--- config.mk ---
export PLATFORM = sky130hd
export DESIGN_NAME = rtc_date_to_epoch_seconds
export DESIGN_NICKNAME = d
export VERILOG_FILES = /design/src/hw/rtl/rtcep_pkg.sv /design/src/hw/rtl/rtc_date_to_epoch_seconds.sv
export SDC_FILE = /design/constraint.sdc
export NUM_CORES = 2
export LEC_CHECK = 0
export BUFFER_PORTS_ARGS = -buffer_cell sky130_fd_sc_hd__buf_2
export CELL_PAD_IN_SITES_DETAIL_PLACEMENT = 0
export CELL_PAD_IN_SITES_GLOBAL_PLACEMENT = 1
export CORE_MARGIN = 2
export CORE_UTILIZATION = 25
export CTS_CLUSTER_DIAMETER = 50
export DETAILED_ROUTE_END_ITERATION = 10
export PLACE_DENSITY_LB_ADDON = 0.25
export SETUP_SLACK_MARGIN = 0.02
export SYNTH_ARGS = -nofsm -noshare
export SYNTH_HDL_FRONTEND = slang
export SYNTH_SLANG_ARGS = --single-unit
--- constraint.sdc ---
create_clock -name clk -period 7 [get_ports clk]
set_clock_uncertainty 0.15 [all_clocks]
set_input_delay 0.7 -clock clk [delete_from_list [all_inputs] [get_ports clk]]
set_output_delay 0.7 -clock clk [all_outputs]
set_load 0.1 [all_outputs]
--- src/hw/rtl/rtcep_pkg.sv ---
// ----------------------------------------------------------------------------
// rtcep_pkg
// Types, register indexes and constants for the RTC date to epoch converter.
// ----------------------------------------------------------------------------
package rtcep_pkg;

  typedef struct packed {
    logic [7:0] raw_second;
    logic [7:0] raw_minute;
    logic [7:0] raw_hour;
    logic [7:0] raw_day;
    logic [7:0] raw_month;
    logic [7:0] raw_year;
    logic       binary_mode;
  } snapshot_t;

  typedef struct packed {
    logic signed [33:0] epoch_seconds;
    logic [11:0]        full_year;
  } result_t;

  localparam int CFG_IDX_W = 1;
  localparam int CFG_DATA_W = 17;

  localparam logic [CFG_IDX_W-1:0] REG_PIVOT_YEAR  = 1'd0;
  localparam logic [CFG_IDX_W-1:0] REG_ZONE_OFFSET = 1'd1;

  localparam logic [11:0]        PIVOT_RESET   = 12'd2013;
  localparam logic [5:0]         PIVOT_Q_RESET = 6'd20;
  localparam logic signed [16:0] ZONE_RESET    = -17'sd28800;

  // reciprocals: x/100 ~ (x*1311)>>17, x/3 ~ (x*43691)>>17, exact over our ranges
  localparam logic [10:0] RECIP_100 = 11'd1311;
  localparam logic [15:0] RECIP_3   = 16'd43691;

  localparam logic [8:0]         MONTH_FACTOR   = 9'd367;
  localparam logic [8:0]         DAYS_PER_YEAR  = 9'd365;
  localparam logic signed [22:0] EPOCH_BIAS     = 23'sd719499;
  localparam logic signed [17:0] SECS_PER_DAY   = 18'sd86400;

  // accept edge to result strobe, in cycles
  localparam int PIPE_LATENCY = 7;

  function automatic logic [7:0] bcd_decode(input logic [7:0] b, input logic bin);
    logic [7:0] hi;
    logic [7:0] lo;
    hi = {4'd0, b[7:4]};
    lo = {4'd0, b[3:0]};
    if (bin) begin
      return b;
    end
    return lo + (hi << 3) + (hi << 1);
  endfunction

endpackage

--- src/hw/rtl/rtc_date_to_epoch_seconds.sv ---
// ----------------------------------------------------------------------------
// rtc_date_to_epoch_seconds
// Converts one RTC register snapshot (BCD or binary) into epoch seconds plus
// zone offset, and the widened four-digit year.
// ----------------------------------------------------------------------------
//  channel   ports                           handshake
//  input     start, busy, snapshot           taken when start && !busy
//  result    done, result                    one-cycle strobe, no back-pressure
//  config    cfg_we, cfg_index, cfg_wdata    written when cfg_we is high
//
//  Seven register stages: one item per cycle, result strobe in step with the
//  output register. Latency is set by the day-count multiplies and the
//  seconds-per-day product. busy is high only during reset. Reset clears the
//  pipeline valid bits and loads pivot year 2013 and zone offset -28800.
// ----------------------------------------------------------------------------
module rtc_date_to_epoch_seconds (
  input  logic                              clk,
  input  logic                              rst,
  input  logic                              start,
  output logic                              busy,
  input  rtcep_pkg::snapshot_t              snapshot,
  output logic                              done,
  output rtcep_pkg::result_t                result,
  input  logic                              cfg_we,
  input  logic [rtcep_pkg::CFG_IDX_W-1:0]   cfg_index,
  input  logic [rtcep_pkg::CFG_DATA_W-1:0]  cfg_wdata
);
  import rtcep_pkg::*;

  // configuration
  logic [11:0]        pivot;
  logic [5:0]         pivot_q;
  logic signed [16:0] zone;
  logic [22:0]        pq_prod;

  // pipeline control
  logic                    accept;
  logic [PIPE_LATENCY-1:0] vld;

  // stage 1: decoded fields
  logic [7:0] s1_sec, s1_min, s1_hour, s1_day, s1_mon, s1_yr;
  logic [7:0] hour_dec;

  // stage 2: year, month shift, time of day
  logic [12:0] century;
  logic [12:0] year_sum;
  logic [12:0] year;
  logic        borrow;
  logic [18:0] hms_next;
  logic [12:0] s2_y;
  logic        s2_yneg;
  logic [7:0]  s2_mon;
  logic [7:0]  s2_day;
  logic [18:0] s2_hms;
  logic [11:0] s2_fy;

  // stage 3: products
  logic [23:0] yq_prod;
  logic [6:0]  s3_yq;
  logic [10:0] s3_y4;
  logic [16:0] s3_m367;
  logic [20:0] s3_y365;
  logic        s3_yneg;
  logic [7:0]  s3_day;
  logic [18:0] s3_hms;
  logic [11:0] s3_fy;

  // stage 4: leap term, month days
  logic [30:0]        md_prod;
  logic signed [12:0] leap_next;
  logic signed [12:0] s4_leap;
  logic [13:0]        s4_mdays;
  logic signed [22:0] s4_y365;
  logic [7:0]         s4_day;
  logic [18:0]        s4_hms;
  logic [11:0]        s4_fy;

  // stage 5: day count
  logic signed [22:0] s5_days;
  logic [18:0]        s5_hms;
  logic [11:0]        s5_fy;

  // stage 6: seconds of whole days
  logic signed [40:0] s6_prod;
  logic [18:0]        s6_hms;
  logic [11:0]        s6_fy;

  // stage 7: output register
  logic [40:0] total;

  assign busy   = rst;
  assign accept = start && !busy;
  assign done   = vld[PIPE_LATENCY-1];

  assign pq_prod = {11'd0, cfg_wdata[11:0]} * {12'd0, RECIP_100};

  always_ff @(posedge clk) begin
    if (rst) begin
      pivot   <= PIVOT_RESET;
      pivot_q <= PIVOT_Q_RESET;
      zone    <= ZONE_RESET;
    end else if (cfg_we) begin
      case (cfg_index)
        REG_PIVOT_YEAR: begin
          pivot   <= cfg_wdata[11:0];
          pivot_q <= pq_prod[22:17];
        end
        REG_ZONE_OFFSET: begin
          zone <= $signed(cfg_wdata);
        end
        default: begin
        end
      endcase
    end
  end

  always_ff @(posedge clk) begin
    if (rst) begin
      vld <= '0;
    end else begin
      vld <= {vld[PIPE_LATENCY-2:0], accept};
    end
  end

  // stage 1
  always_comb begin
    if (snapshot.binary_mode) begin
      hour_dec = {1'b0, snapshot.raw_hour[6:0]};
    end else begin
      hour_dec = {4'd0, snapshot.raw_hour[3:0]}
               + ({5'd0, snapshot.raw_hour[6:4]} << 3)
               + ({5'd0, snapshot.raw_hour[6:4]} << 1);
    end
  end

  always_ff @(posedge clk) begin
    s1_sec  <= bcd_decode(snapshot.raw_second, snapshot.binary_mode);
    s1_min  <= bcd_decode(snapshot.raw_minute, snapshot.binary_mode);
    s1_hour <= hour_dec;
    s1_day  <= bcd_decode(snapshot.raw_day, snapshot.binary_mode);
    s1_mon  <= bcd_decode(snapshot.raw_month, snapshot.binary_mode);
    s1_yr   <= bcd_decode(snapshot.raw_year, snapshot.binary_mode);
  end

  // stage 2
  always_comb begin
    century  = ({7'd0, pivot_q} << 6) + ({7'd0, pivot_q} << 5) + ({7'd0, pivot_q} << 2);
    year_sum = {5'd0, s1_yr} + century;
    if (year_sum < {1'b0, pivot}) begin
      year = year_sum + 13'd100;
    end else begin
      year = year_sum;
    end
    borrow   = (s1_mon <= 8'd2);
    hms_next = ({11'd0, s1_hour} << 11) + ({11'd0, s1_hour} << 10)
             + ({11'd0, s1_hour} << 9) + ({11'd0, s1_hour} << 4)
             + ({11'd0, s1_min} << 6) - ({11'd0, s1_min} << 2)
             + {11'd0, s1_sec};
  end

  always_ff @(posedge clk) begin
    s2_y    <= year - {12'd0, borrow};
    s2_yneg <= borrow && (year == 13'd0);
    s2_mon  <= borrow ? (s1_mon + 8'd10) : (s1_mon - 8'd2);
    s2_day  <= s1_day;
    s2_hms  <= hms_next;
    s2_fy   <= year[12] ? 12'hFFF : year[11:0];
  end

  // stage 3
  assign yq_prod = {11'd0, s2_y} * {13'd0, RECIP_100};

  always_ff @(posedge clk) begin
    s3_yq   <= yq_prod[23:17];
    s3_y4   <= s2_y[12:2];
    s3_m367 <= {9'd0, s2_mon} * {8'd0, MONTH_FACTOR};
    s3_y365 <= {8'd0, s2_y} * {12'd0, DAYS_PER_YEAR};
    s3_yneg <= s2_yneg;
    s3_day  <= s2_day;
    s3_hms  <= s2_hms;
    s3_fy   <= s2_fy;
  end

  // stage 4: y/4 - y/100 + y/400, with floor of year -1 giving -1
  assign md_prod = {16'd0, s3_m367[16:2]} * {15'd0, RECIP_3};

  always_comb begin
    if (s3_yneg) begin
      leap_next = -13'sd1;
    end else begin
      leap_next = $signed({2'b0, s3_y4}) - $signed({6'b0, s3_yq})
                + $signed({8'b0, s3_yq[6:2]});
    end
  end

  always_ff @(posedge clk) begin
    s4_leap  <= leap_next;
    s4_mdays <= md_prod[30:17];
    s4_y365  <= s3_yneg ? -23'sd365 : $signed({2'b0, s3_y365});
    s4_day   <= s3_day;
    s4_hms   <= s3_hms;
    s4_fy    <= s3_fy;
  end

  // stage 5
  always_ff @(posedge clk) begin
    s5_days <= 23'(s4_leap) + $signed({9'b0, s4_mdays}) + $signed({15'b0, s4_day})
             + s4_y365 - EPOCH_BIAS;
    s5_hms  <= s4_hms;
    s5_fy   <= s4_fy;
  end

  // stage 6
  always_ff @(posedge clk) begin
    s6_prod <= 41'(s5_days) * 41'(SECS_PER_DAY);
    s6_hms  <= s5_hms;
    s6_fy   <= s5_fy;
  end

  // stage 7
  assign total = s6_prod + {22'd0, s6_hms} + {{24{zone[16]}}, zone};

  always_ff @(posedge clk) begin
    result.epoch_seconds <= $signed(total[33:0]);
    result.full_year     <= s6_fy;
  end

endmodule

==> impl_metrics.tcl <==
set metrics [dict create \
    status "finished clean" \
    cts_tree "yes" \
    via_count 22070 \
    grt_pass1_vias 23340 \
    drt_iter0_markers 781 \
    cp-end-kind "register" \
    area_growth_syn_to_layout_pct 16.05 \
    rsz0062_at_grt "false" \
    report.final.slew_viol_count 0 \
    clk_latency_ns 0.65 \
    setup_viol 0 \
    row_count 138 \
    tightestPinTransition_ns 0.9577 \
    holdCritStartpoint "start" \
    yosysWarningCount 0 \
    cts_resized 0 \
    synth-compound-area-share 0.08523 \
    synth_top_flop_cell "dfxtp_1" \
    cts_made_buffers 77 \
    routed_wl_mm 76.57 \
    clock_sinks 490 \
    dr.pass1.iters 5 \
    hp-class "in -> reg" \
    ios 119 \
    synth_edf_count 0 \
    vias_per_cell 3.999 \
    async_reset_ff_frac 0 \
    ctsHoldBuffers 6 \
    final_nets 4670 \
    start_kind "register" \
    cts.htree.levels 3 \
    synthDistinctLibCells 86 \
    grt_pass1_wl_mm 126.0 \
    max-cap-violations 0 \
    clk_pin_slew_ns 0.05 \
    r2r_start "s3_m367[4]" \
    core_area_um2 141100 \
    grt_max_degree 59 \
    max_freq_mhz 167.5 \
    hpwl_mm 64.01 \
    netlist_instances 3381 \
    synth-seq-cells 490 \
    cts_setup_buffers 0 \
    synthAdderAreaFrac 0.4391 \
    crit_arrival_ns 6.39 \
    path_class "reg -> reg" \
    synth_fp_nets 4488 \
    worst_ep_required_time_ns 7.42 \
    start_util 0.2510 \
    slew_headroom 0.3606 \
    fin_crit_sh 0.8531 \
    track_usage 0.1094 \
    syn_area_um2 35410 \
    synthMuxAreaShare 0.008728 \
    crit_fanout 4 \
    gp_congestion 0.7708 \
    port-buffer-count 117 \
    root_buffer "clkbuf_16" \
    post-route-drc-count 0 \
    finalHoldViolCount 0 \
    cts.path.max_buffers 3 \
    die-area_um2 144700 \
    die_w_um 380.3 \
    grt_overflow 0 \
    wl_per_cell_um 13.87 \
    final_layout_size_suffix_gt1_frac 0.09291 \
    die_h_um 380.3 \
    setup_tns_ns 0 \
    final.min_clock_period_ns 5.972 \
    final_antenna_net_count 0 \
    antenna_found_initial 8 \
    synth-seq-area-share 0.2770 \
    syn_avg_cell_area_um2 10.47 \
    synth_xor_area_frac 0.05155 \
    startpoint "s3_m367[4]" \
    yosys.area_share.simple 0.06799 \
    synth_top_family_by_area "adder cells" \
]
==> synth_stat cells (4+ instances only) <==
library cell	number	area (um2)
o21ai_0	87	435.4
mux2_2	18	202.7
ha_1	693	8671
a31oi_1	12	75.07
a21boi_0	8	60.06
nand2_1	164	615.6
a221oi_1	4	35.03
nor2b_1	34	212.7
mux2i_1	7	70.07
nand3_1	30	150.1
o21ai_1	6	30.03
o21a_1	14	105.1
dfxtp_1	490	9809
nand3b_1	4	30.03
a21o_1	58	435.4
or3_1	8	50.05
nand4_1	11	68.82
o31a_1	8	70.07
o2111ai_1	7	61.31
a31o_2	6	52.55
o41ai_1	5	43.79
o21bai_1	24	180.2
o211ai_1	22	165.2
nor2_1	100	375.4
fa_1	343	6867
or2_2	22	137.6
nor4_1	5	31.28
xor2_1	74	648.1
and4_1	4	35.03
and3_1	19	118.9
nor3_1	51	255.2
a21oi_1	156	780.8
a211oi_1	16	120.1
nand2b_1	12	75.07
inv_1	624	2342
a211o_1	4	35.03
xnor2_1	127	1112
and2_1	7	43.79
clkbuf_1	24	90.09
==> cells by family after synthesis <==
logic type / count (synthesis)
adder cells (fa/ha/maj): 1037
buffers and inverters: 657
AND/OR/NAND/NOR: 492
flip-flops: 490
AO/OA/AOI/OAI: 473
XOR/XNOR: 205
multiplexers: 27
==> cell usage in the layout, fill, tap and decap left out, types with 30 or more instances in the layout <==
| master | instances |
|---|---|
| inv_1 | 624 |
| a21oi_1 | 156 |
| clkbuf_16 | 79 |
| xor2_1 | 74 |
| ha_1 | 693 |
| nand3_1 | 30 |
| nor2_1 | 100 |
| a21o_1 | 58 |
| nand2_1 | 164 |
| xnor2_1 | 127 |
| fa_1 | 343 |
| buf_2 | 117 |
| nor2b_1 | 34 |
| nor3_1 | 51 |
| dfxtp_1 | 490 |
| o21ai_0 | 87 |
==> layer usage <==
layer | GRT usage | up-vias | routed length (um)
li1 | - | 11520 | -
met1 | 0.1611 | 10220 | 40760
met2 | 0.1620 | 227 | 31390
met3 | 0.01985 | 97 | 2708
met4 | 0.02991 | 0 | 1706
met5 | 0 | - | 0
==> area by class of cell <==
class / count / area, um2
Tap cell: 1890 / 2365
Sequential cell: 490 / 9809
Timing Repair Buffer: 135 / 735.7
Multi-Input combinational cell: 2234 / 23110
Inverter: 625 / 2346
Clock inverter: 50 / 603.1
Fill cell: 14830 / 99980
Clock buffer: 93 / 2120
Antenna cell: 2 / 5.005
==> sequential cells by signal, summed over array words and instances, names as in the netlist, 19 cells and up <==
| name | count |
|---|---|
| result | 46 |
| s2_hms | 19 |
| s3_hms | 19 |
| s3_y365 | 21 |
| s4_hms | 19 |
| s4_y365 | 22 |
| s5_days | 23 |
| s5_hms | 19 |
| s6_hms | 19 |
| s6_prod | 27 |
==> metrics by stage <==
step	setup slack, ns	util	instance area [um2]	hold slack (ns)	std cells
finish	1.028	0.2913	41090	0.1225	5519
detailed placement	0.9786	0.2715	38300	0.1621	5368
CTS	0.9260	0.2913	41090	0.05062	5517
global route	0.6240	0.2913	41090	0.07322	5517
global placement	0.9921	0.2715	38300	0.1605	5368
floorplan	1.624	-	35410	0.1596	3381
==> worst max-delay path: stages (launching register included) <==
cell and delay, ns:
dfxtp_1 0.36, ha_1 0.32, inv_1 0.08, fa_1 0.48, fa_1 0.52, fa_1 0.55, inv_1 0.06, fa_1 0.54
inv_1 0.06, fa_1 0.50, inv_1 0.04, ha_1 0.29, a211oi_1 0.21, o21ai_0 0.15, a211oi_1 0.24, o41a_1 0.23
o21ai_0 0.18, a21boi_2 0.27, o211ai_1 0.17, o41ai_1 0.33, xnor2_1 0.16
==> path summary, 6_finish.rpt <==
| check | end | slack (ns) | cells past startpoint |
|---|---|---|---|
| worst max-delay path | s4_mdays[13] | 1.03 | 20 |
| worst min-delay path | vld[0] | 0.12 | 2 |
| worst max register to register | s4_mdays[13] | 1.03 | 20 |
| worst min register to register | s4_fy[3] | 0.17 | 0 |
Power is not shown: default switching activity piles up to over one toggle a cycle in this logic, so the estimate is an artifact.
